$ cat src/hw/rtl/fp16_fp32_converter_top_assert.svh
// Assertion macros used by the half/single converter top-level RTL.
// Define ASSERT_OFF to compile every check away; no other dependencies.
`ifndef FP16_FP32_CONVERTER_TOP_ASSERT_SVH
`define FP16_FP32_CONVERTER_TOP_ASSERT_SVH

`ifndef ASSERT_OFF
// Clocked check, masked while reset is high.
`define FPC_ASSERT(lbl, clk, rst, prop, msg) \
  lbl: assert property (@(posedge clk) disable iff (rst) prop) else $error(msg);
// Clocked check that also holds during reset.
`define FPC_ASSERT_ALWAYS(lbl, clk, prop, msg) \
  lbl: assert property (@(posedge clk) prop) else $error(msg);
`else
`define FPC_ASSERT(lbl, clk, rst, prop, msg)
`define FPC_ASSERT_ALWAYS(lbl, clk, prop, msg)
`endif

`endif

$ cat src/hw/rtl/fpc_pkg.sv
// Shared types and format constants for the half/single converter.
// No dependencies; imported by the conversion and top-level modules.
`default_nettype none

package fpc_pkg;

  typedef enum logic {
    OP_WIDEN  = 1'b0,
    OP_NARROW = 1'b1
  } op_t;

  localparam logic [7:0] SGL_EXP_ALL    = 8'hff;
  localparam logic [4:0] HLF_EXP_ALL    = 5'h1f;
  localparam logic [7:0] BIAS_DIFF      = 8'd112;  // 127 - 15
  localparam logic [7:0] HLF_EXP_OVF    = 8'd143;  // 2^16 and above
  localparam logic [7:0] HLF_EXP_MIN    = 8'd113;  // smallest normal half
  localparam logic [7:0] SUB_SHIFT_BASE = 8'd126;
  localparam logic [7:0] SUB_SHIFT_MAX  = 8'd25;

endpackage

`default_nettype wire

$ cat src/hw/rtl/fp16_fp32_converter_top.sv
// Top level of the half/single converter: input register, conversion
// logic, result register. Depends on fpc_pkg, fpc_widen, fpc_narrow and
// the assertion macro header.
//
//   channel   dir   payload                         handshake
//   s_*       in    tdata: operand; tuser: op        s_tvalid / s_tready
//   m_*       out   tdata: converted                 m_tvalid / m_tready
//
// An accepted request passes from the input register through the single
// conversion pass to the result register; one request per cycle is taken
// while s_tready is high. Reset (rst, synchronous) empties both
// registers. A stalled result holds; the input register still fills while
// the result register is occupied, and s_tready drops once both are full.
`default_nettype none
`include "fp16_fp32_converter_top_assert.svh"

module fp16_fp32_converter_top (
  input  wire logic        clk,
  input  wire logic        rst,
  input  wire logic        s_tvalid,
  output logic             s_tready,
  input  wire logic [31:0] s_tdata,   // [31:0] operand
  input  wire logic        s_tuser,   // [0] op
  output logic             m_tvalid,
  input  wire logic        m_tready,
  output logic      [31:0] m_tdata    // [31:0] converted
);
  import fpc_pkg::*;

  logic        in_valid;
  op_t         in_op;
  logic [31:0] in_operand;
  logic        out_valid;
  op_t         out_op;
  logic [31:0] out_data;

  logic        out_free;
  logic        out_load;
  logic [31:0] widened;
  logic [15:0] narrowed;
  logic [31:0] out_data_next;

  fpc_widen u_widen (
    .operand (in_operand[15:0]),
    .result  (widened)
  );

  fpc_narrow u_narrow (
    .operand (in_operand),
    .result  (narrowed)
  );

  assign out_free = !out_valid || m_tready;
  assign out_load = in_valid && out_free;
  assign s_tready = !in_valid || out_free;

  always_comb begin
    unique case (in_op)
      OP_WIDEN:  out_data_next = widened;
      OP_NARROW: out_data_next = {16'b0, narrowed};
      default:   out_data_next = widened;
    endcase
  end

  always_ff @(posedge clk) begin
    if (rst) begin
      in_valid  <= 1'b0;
      out_valid <= 1'b0;
    end else begin
      if (s_tready) in_valid <= s_tvalid;
      if (out_free) out_valid <= in_valid;
    end
  end

  // payload registers, no reset
  always_ff @(posedge clk) begin
    if (s_tvalid && s_tready) begin
      in_op      <= op_t'(s_tuser);
      in_operand <= s_tdata;
    end
    if (out_load) begin
      out_op   <= in_op;
      out_data <= out_data_next;
    end
  end

  assign m_tvalid = out_valid;
  assign m_tdata  = out_data;

  `FPC_ASSERT(a_accept_fills, clk, rst, s_tvalid && s_tready |=> in_valid, "accepted request lost")
  `FPC_ASSERT(a_advance, clk, rst, in_valid && out_free |=> out_valid, "request did not advance")
  `FPC_ASSERT(a_narrow_upper, clk, rst, m_tvalid && out_op == OP_NARROW |-> m_tdata[31:16] == 16'h0, "narrowed result upper half not zero")
  `FPC_ASSERT_ALWAYS(a_empty_ready, clk, !in_valid |-> s_tready, "ready low with empty input register")

endmodule

`default_nettype wire

$ cat src/hw/rtl/fpc_widen.sv
// Half to single widening, purely combinational and exact.
// Depends on fpc_pkg for format constants.
`default_nettype none

module fpc_widen (
  input  wire logic [15:0] operand,
  output logic      [31:0] result
);
  import fpc_pkg::*;

  logic       sign;
  logic [4:0] ex;
  logic [9:0] man;
  logic [3:0] lz;
  logic [9:0] man_sh;
  logic [7:0] sub_exp;

  assign sign = operand[15];
  assign ex   = operand[14:10];
  assign man  = operand[9:0];

  // leading zero count of a subnormal mantissa; highest set bit wins
  always_comb begin
    lz = '0;
    for (int i = 0; i < 10; i++) begin
      if (man[i]) lz = 4'(9 - i);
    end
  end

  assign man_sh  = man << lz;
  assign sub_exp = BIAS_DIFF - {4'b0, lz};

  always_comb begin
    priority if (ex == HLF_EXP_ALL) begin
      if (man != '0) result = {sign, SGL_EXP_ALL, 1'b1, man[8:0], 13'b0};
      else           result = {sign, SGL_EXP_ALL, 23'b0};
    end else if (ex != '0) begin
      result = {sign, {3'b0, ex} + BIAS_DIFF, man, 13'b0};
    end else if (man == '0) begin
      result = {sign, 31'b0};
    end else begin
      // drop the leading one after normalizing
      result = {sign, sub_exp, man_sh[8:0], 14'b0};
    end
  end

endmodule

`default_nettype wire

$ cat src/hw/rtl/fpc_narrow.sv
// Single to half narrowing with round-to-nearest-even over normal and
// subnormal half ranges. Combinational; depends on fpc_pkg.
`default_nettype none

module fpc_narrow (
  input  wire logic [31:0] operand,
  output logic      [15:0] result
);
  import fpc_pkg::*;

  logic        sign;
  logic [7:0]  ex;
  logic [22:0] man;
  logic [7:0]  norm_exp;
  logic [14:0] norm_base;
  logic        norm_up;
  logic [14:0] norm_rnd;
  logic [7:0]  shift;
  logic [47:0] shifted;
  logic [10:0] sub_base;
  logic        sub_up;
  logic [10:0] sub_rnd;

  assign sign = operand[31];
  assign ex   = operand[30:23];
  assign man  = operand[22:0];

  assign norm_exp  = ex - BIAS_DIFF;
  assign norm_base = {norm_exp[4:0], man[22:13]};
  assign norm_up   = man[12] && ((|man[11:0]) || norm_base[0]);
  // carry out of the mantissa may land exactly on infinity
  assign norm_rnd  = norm_base + {14'b0, norm_up};

  // subnormal half: shift is 14..24 whenever this path is taken
  assign shift    = SUB_SHIFT_BASE - ex;
  assign shifted  = {1'b1, man, 24'b0} >> shift[4:0];
  assign sub_base = shifted[34:24];
  assign sub_up   = shifted[23] && ((|shifted[22:0]) || sub_base[0]);
  assign sub_rnd  = sub_base + {10'b0, sub_up};

  always_comb begin
    priority if (ex == SGL_EXP_ALL) begin
      if (man != '0) result = {sign, HLF_EXP_ALL, 1'b1, man[21:13]};
      else           result = {sign, HLF_EXP_ALL, 10'b0};
    end else if (ex >= HLF_EXP_OVF) begin
      result = {sign, HLF_EXP_ALL, 10'b0};
    end else if (ex >= HLF_EXP_MIN) begin
      result = {sign, norm_rnd};
    end else if (ex == '0 || shift >= SUB_SHIFT_MAX) begin
      result = {sign, 15'b0};
    end else begin
      result = {sign, 4'b0, sub_rnd};
    end
  end

endmodule

`default_nettype wire

$ cat config.mk
export PLATFORM = sky130hd
export DESIGN_NAME = fp16_fp32_converter_top
export DESIGN_NICKNAME = d
export VERILOG_FILES = /design/src/hw/rtl/fpc_pkg.sv /design/src/hw/rtl/fp16_fp32_converter_top.sv /design/src/hw/rtl/fpc_widen.sv /design/src/hw/rtl/fpc_narrow.sv
export VERILOG_INCLUDE_DIRS = /design/src /design/src/hw/rtl
export SDC_FILE = /design/constraint.sdc
export NUM_CORES = 1
export LEC_CHECK = 0
export ABC_AREA = 1
export BUFFER_PORTS_ARGS = -buffer_cell sky130_fd_sc_hd__buf_4
export CAP_MARGIN = 20
export CORE_MARGIN = 2
export CORE_UTILIZATION = 40
export CTS_CLUSTER_SIZE = 30
export DETAILED_ROUTE_END_ITERATION = 8
export PLACE_DENSITY = 0.61
export RECOVER_POWER = 100
export SETUP_SLACK_MARGIN = 0.05
export SLEW_MARGIN = 15
export SYNTH_ARGS = -nofsm -noshare
export SYNTH_HDL_FRONTEND = slang
export SYNTH_SLANG_ARGS = --single-unit
$ cat constraint.sdc
create_clock -name clk -period 10.01 [get_ports clk]
set_input_delay 0.5005 -clock clk [delete_from_list [all_inputs] [get_ports clk]]
set_output_delay 0.5005 -clock clk [all_outputs]
set_load 0.1 [all_outputs]
### Word-level counts from Yosys, hierarchy flattened

Index checks and enable logic that the tools add are counted.

* add/sub/neg operators: 6
* $mul: 0
* div/mod/pow operators: 0
* $lt $le $gt $ge: 3
* eq/ne operators: 2
* shift operators: 2
* muxes and demuxes: 20
* bitwise gates (word level): 1
* reduce and logical (&&, ||, !) cells: 18

Operators by type and width (number)
* $mux 31: 3
* $pmux 32 s2: 1
* $shr 48x5->35: 1
* $mux 15: 3
* $mux 4: 10
* $mux 23: 1
* $reduce_bool 23->1: 1
* $reduce_or 23->1: 1
* $add 15x1->15: 1
* $reduce_or 12->1: 1
* $add 11x1->11: 1
* $mux 11: 1
* $logic_not 10->1: 1
* $mux 10: 1
* $reduce_bool 10->1: 1
* $shl 10x4->9: 1
* $add 5x7->8 const B: 1
* $eq 8x8->1 const B: 1
* $ge 8x5->1 const B: 1
* $ge 8x7->1 const B: 1
* $ge 8x8->1 const B: 1
* $logic_not 8->1: 1
* $sub 7x4->8 const A: 1
* $sub 7x8->8 const A: 1
* 7 further kinds: 15

* bits in registers: 67
* bits in latches: 0
* RAM bits: 0
* memory bits (read-only): 0
* input bits: 37
* output and inout bits: 34
* word-level logic and storage cells: 57
* memories: 0

### Depth between registers and ports, before layout

* word-level depth: 15
* mapped depth: 23
* depth with buffers taken out: 20

### Hierarchy

Synthesis repeated with hierarchy kept, for this count alone.

* cells, all modules: 861
* area total of the unflattened synthesis: 5875.6 µm²

By module, submodules not included
* fpc_narrow: times used 1, cells each 555, area an instance 2696.3 µm²
* fp16_fp32_converter_top: times used 1, cells each 162, area an instance 2384.8 µm²
* fpc_widen: times used 1, cells each 144, area an instance 794.5 µm²

### Worst setup path before layout

Ideal clock, no wire load.

* path kind: reg2reg
* from: reg in_operand[23]
* to: reg out_data[10] (netlist: m_tdata[10]), data pin
* setup time: 266 ps
* arrival: 2906 ps
* required time: 9744 ps
* slack: 6838 ps
* cell stages (with the launch flop): 22
* clock period less this slack: 3172 ps
* cell sequence: edfxtp_1 > inv_2 > buf_2 > ha_1 > buf_2 > inv_2 > clkbuf_1 > nand3_1 > nand3_1 > nand3_1 > nand2_1 > nand2_1 > nand2_1 > nor2_4 > ha_1 > inv_1 > nor2_1 > and3_1 > nand4_1 > nand2_1 > a21oi_1 > nor2_1

* word-level cells in the longest chain between the ends: 11
* elaborated cells on any way between the ends: 19
* classes of those cells: add/sub (4); order compare (3); eq/ne (1); shift (1); mux (5); reduce/logical (5)

Ends and longest elaborated chain
* from (decl): RTL line fp16_fp32_converter_top.sv:32 `logic [31:0] in_operand;`
* from (signal assigned): RTL line fp16_fp32_converter_top.sv:79 `in_operand <= s_tdata;`
* $sub 7x8->8: RTL line fpc_narrow.sv:35 `assign shift = SUB_SHIFT_BASE - ex;`
* $shr 48x5->35: RTL line fpc_narrow.sv:36 `assign shifted = {1'b1, man, 24'b0} >> shift[4:0];`
* $reduce_or 23->1: RTL line fpc_narrow.sv:38 `assign sub_up = shifted[23] && ((|shifted[22:0]) || sub_base[0]);`
* $logic_or 1x1->1: RTL line fpc_narrow.sv:38
* $logic_and 1x1->1: RTL line fpc_narrow.sv:38
* $add 11x1->11: RTL line fpc_narrow.sv:39 `assign sub_rnd = sub_base + {10'b0, sub_up};`
* $mux 11: RTL line fpc_narrow.sv:49 `end else if (ex == '0 || shift >= SUB_SHIFT_MAX) begin`
* $mux 15: RTL line fpc_narrow.sv:47 `end else if (ex >= HLF_EXP_MIN) begin`
* $mux 15: RTL line fpc_narrow.sv:45 `end else if (ex >= HLF_EXP_OVF) begin`
* $mux 15 (*): RTL line fpc_narrow.sv:42 `priority if (ex == SGL_EXP_ALL) begin`
* $pmux 32 s2 (*): RTL line fp16_fp32_converter_top.sv:58 `unique case (in_op)`
* to (signal assigned): RTL line fp16_fp32_converter_top.sv:83 `out_data <= out_data_next;`
* to (decl): RTL line fp16_fp32_converter_top.sv:35 `logic [31:0] out_data;`

Mark *: on every way between the ends. The rest lies on a longest branch, timed or not.
A chain may end at the register's enable or synchronous reset.

### Final worst setup path

Ends and elaborated chain as after synthesis.

==> impl_metrics.py <==
metrics = {
    "setup_path": {
        "critical_path.endpoint": "m_tdata[10]$_SDFFCE_PN0P_",
        "worst-path-max-fanout": 34,
        "critPathArrivalTime_ns": 5.74,
        "reg2regPathDepth": 19,
        "reg2reg_to": "m_tdata[10]$_SDFFCE_PN0P_",
        "crit_type": "reg -> reg",
        "worst_r2r_src": "in_operand[23]$_DFFE_PP_",
        "rrSetupSlack_ns": 4.34,
        "startpoint": "in_operand[23]$_DFFE_PP_",
        "worst_setup_path_end_kind": "flip-flop",
        "critPathRequiredTime_ns": 10.08,
        "critical_path.startpoint_type": "flip-flop",
    },
    "detailed_routing": {
        "detail_route.vias_per_cell": 5.54,
        "first_pass_iters": 7,
        "routed_wirelength_um": 15800,
        "drt_iter0_markers": 595,
        "detailroute.via_count": 5364,
        "drc_errors": 0,
        "wire_length_per_cell_um": 16.3,
        "final_antenna_violating_net_count": 0,
    },
    "sta": {
        "layout_min_cycle_time_ns": 5.67,
        "finalSetupViolations": 0,
        "final_hold_violation_count": 0,
        "min_period_over_period": 0.567,
        "setup_repair_after_global_routing_missed_its_margin": "no",
        "fin_skew_ns": 0.00609,
        "fmax_mhz": 176,
        "setup-tns-final_ns": 0,
        "max_slew_margin": -0.936,
        "final_max_slew_viol_count": 66,
        "tightestPinTransition_ns": 2.90,
    },
    "run": {
        "max_cap_viol_count": 2,
    },
    "final_layout": {
        "antenna-diode-count": 0,
        "stdcell_count": 969,
        "layout-drive-gt1-share": 0.0916,
        "final_instance_area_um2": 5920,
        "layout-area-overhead-vs-synth_pct": 15.2,
        "fin_nets": 838,
    },
    "cts": {
        "cts-buffers-inserted": 9,
        "number_of_gates_resized_after_cts": 0,
        "cts.sink_count": 66,
        "cts_tree": "built",
        "clock-root-buffer": "clkbuf_16",
        "cts_buffer_depth": 2,
        "clk-insertion-delay-late_ns": 0.34,
        "htreeDepth": 3,
        "post_cts_hold_buffer_count": 0,
        "post_cts.repair.setup_buffers": 0,
        "clk_transition_reported_paths_ns": 0.05,
    },
    "power": {
        "ir_worst_vdd_uv": 114,
        "powerDensity_nw_per_um2": 157,
        "leakage_power_nw": 2.52,
    },
    "placed_design": {
        "detailed_placement_hpwl_um": 11900,
        "routabilityCongestion": 0.915,
        "placedCellCount": 953,
        "place.port_buffers": 70,
        "placed_area_um2": 5770,
    },
    "logic_synthesis": {
        "synth.yosys.warnings": 0,
        "yosysSeqAreaShare": 0.382,
        "yosys_register_bits": 66,
        "netlist.area_leader.share": 0.374,
        "synth.top_cells.by_area": "edfxtp_1 37%, nand2_1 16%, nand3_1 14%, nor2_1 5.0%, a21oi_1 4.3%",
        "average_cell_area_after_synthesis_um2": 6.95,
        "asr_flop_ratio_synth": 0,
        "ys_top_cells_by_count": "218 x nand2_1, 145 x nand3_1, 69 x nor2_1",
        "synth_top_area_cell": "edfxtp_1",
        "synthDistinctLibCells": 40,
        "mappedNetlistNets": 785,
        "synthMostInstantiatedCell": "nand2_1",
        "syn_area_um2": 5140,
        "post_synthesis_instance_total": 739,
        "postSynth.topFlopCell": "edfxtp_1",
        "synth_edf_count": 64,
    },
    "floorplan": {
        "die_x_um": 117,
        "die_y_um": 117,
        "ioPinCount": 71,
        "initial_utilization": 0.409,
        "placementRows": 41,
        "design.die.area_um2": 13800,
        "placeableCoreArea_um2": 12600,
    },
    "global_route": {
        "grt.overflow.total": 0,
        "grt_pass1_wl_um": 25800,
        "grt_max_degree": 35,
        "antenna_found_initial": 0,
        "grtUsageTotal": 0.233,
        "first_global_vias": 4975,
    },
    "run_status": {
        "run_status": "complete, but fails checks",
        "violations": "max-capacitance violations, max-slew violations",
    },
    "min_path": {
        "hp-class": "in -> reg",
    },
}
[worst max-delay path, cell delays in order (launching register included)]
cell	delay (ns)
edfxtp_1	1.00
inv_1	0.62
ha_1	0.98
inv_1	0.60
nand3_1	0.26
nand3_1	0.11
nand3_1	0.12
nand2_1	0.10
nor2_1	0.09
nor2_1	0.06
nor2_1	0.39
ha_1	0.26
inv_1	0.05
nor2_1	0.12
and3_1	0.22
nand3_1	0.10
nand2_1	0.08
nand2_1	0.05
a21oi_1	0.12
nor2_1	0.05
[metal layers]
layer,global-route usage,wire (µm)
met1,0.311,6680
met2,0.370,7470
met3,0.0574,1160
met4,0.0798,444
met5,0,0
[stage by stage]
| stage | hold slack [ns] | utilization | setup WS (ns) | total power [W] |
|---|---|---|---|---|
| after floorplan | 0.445 | - | 6.84 | 0.000539 |
| after global placement | 0.507 | 0.459 | 5.31 | 0.000605 |
| after detailed placement | 0.525 | 0.459 | 5.20 | 0.000606 |
| after CTS | 0.315 | 0.484 | 5.18 | 0.000942 |
| after global routing | 0.314 | 0.471 | 3.52 | 0.000979 |
| final | 0.327 | 0.471 | 4.34 | 0.000932 |
[placed cells by master, fill, tap and decap left out, drive strengths merged, types with 4 or more instances in the layout]
cell type / Yosys / final
nand4: 9 / 9
o21ai: 26 / 26
o22ai: 9 / 9
xor2: 6 / 6
a31oi: 4 / 4
edfxtp: 64 / 64
nand2: 223 / 223
clkbuf: 16 / 83
nor3: 4 / 4
nor4: 5 / 5
nor2: 74 / 74
ha: 9 / 9
nand3: 146 / 146
buf: 16 / 4
a21oi: 44 / 44
inv: 64 / 64
o211ai: 4 / 4
[registers in the layout (all words and copies together), names as in the netlist]
signal      flops
in_op           1
in_operand     32
in_valid        1
m_tdata        31
m_tvalid        1
[power breakdown]
part | total, W | switching [W] | internal (W)
clock | 0.000335 | 0.000111 | 0.000224
sequential | 0.000343 | 0.0000199 | 0.000323
combinational | 0.000254 | 0.000186 | 0.0000677
[final cells by class]
class                           instances  area (µm²)
Sequential cell                        66        1960
Tap cell                              172         215
Multi-Input combinational cell        577        2770
Inverter                               64         240
Timing Repair Buffer                   74         417
Clock inverter                          3        65.1
Clock buffer                           13         250
Fill cell                            1314        6650
[worst min path at each step]
stage | startpoint | slack, ns | end | cells after the start
finish | rst | 0.33 | in_valid$_SDFFE_PP0N_ | 2
global route | rst | 0.31 | in_valid$_SDFFE_PP0N_ | 2
CTS | rst | 0.31 | in_valid$_SDFFE_PP0N_ | 2
detailed placement | in_valid$_SDFFE_PP0N_ | 0.52 | m_tvalid$_SDFFE_PP0P_ | 2
global placement | in_valid$_SDFFE_PP0N_ | 0.51 | m_tvalid$_SDFFE_PP0P_ | 2
floorplan | in_valid$_SDFFE_PP0N_ | 0.44 | m_tvalid$_SDFFE_PP0P_ | 2
[logic make-up (layout without fill, tap and decap cells)]
group                    Yosys count  after routing  share of synthesized area
buffers and inverters             96            154                     0.0794
flip-flops                        66             66                      0.382
AO/OA/AOI/OAI                     92             92                      0.105
adder cells (fa/ha/maj)            9              9                     0.0219
AND/OR/NAND/NOR                  468            468                      0.397
XOR/XNOR                           8              8                     0.0151
Note: power is estimated with default switching activity, not from simulation.
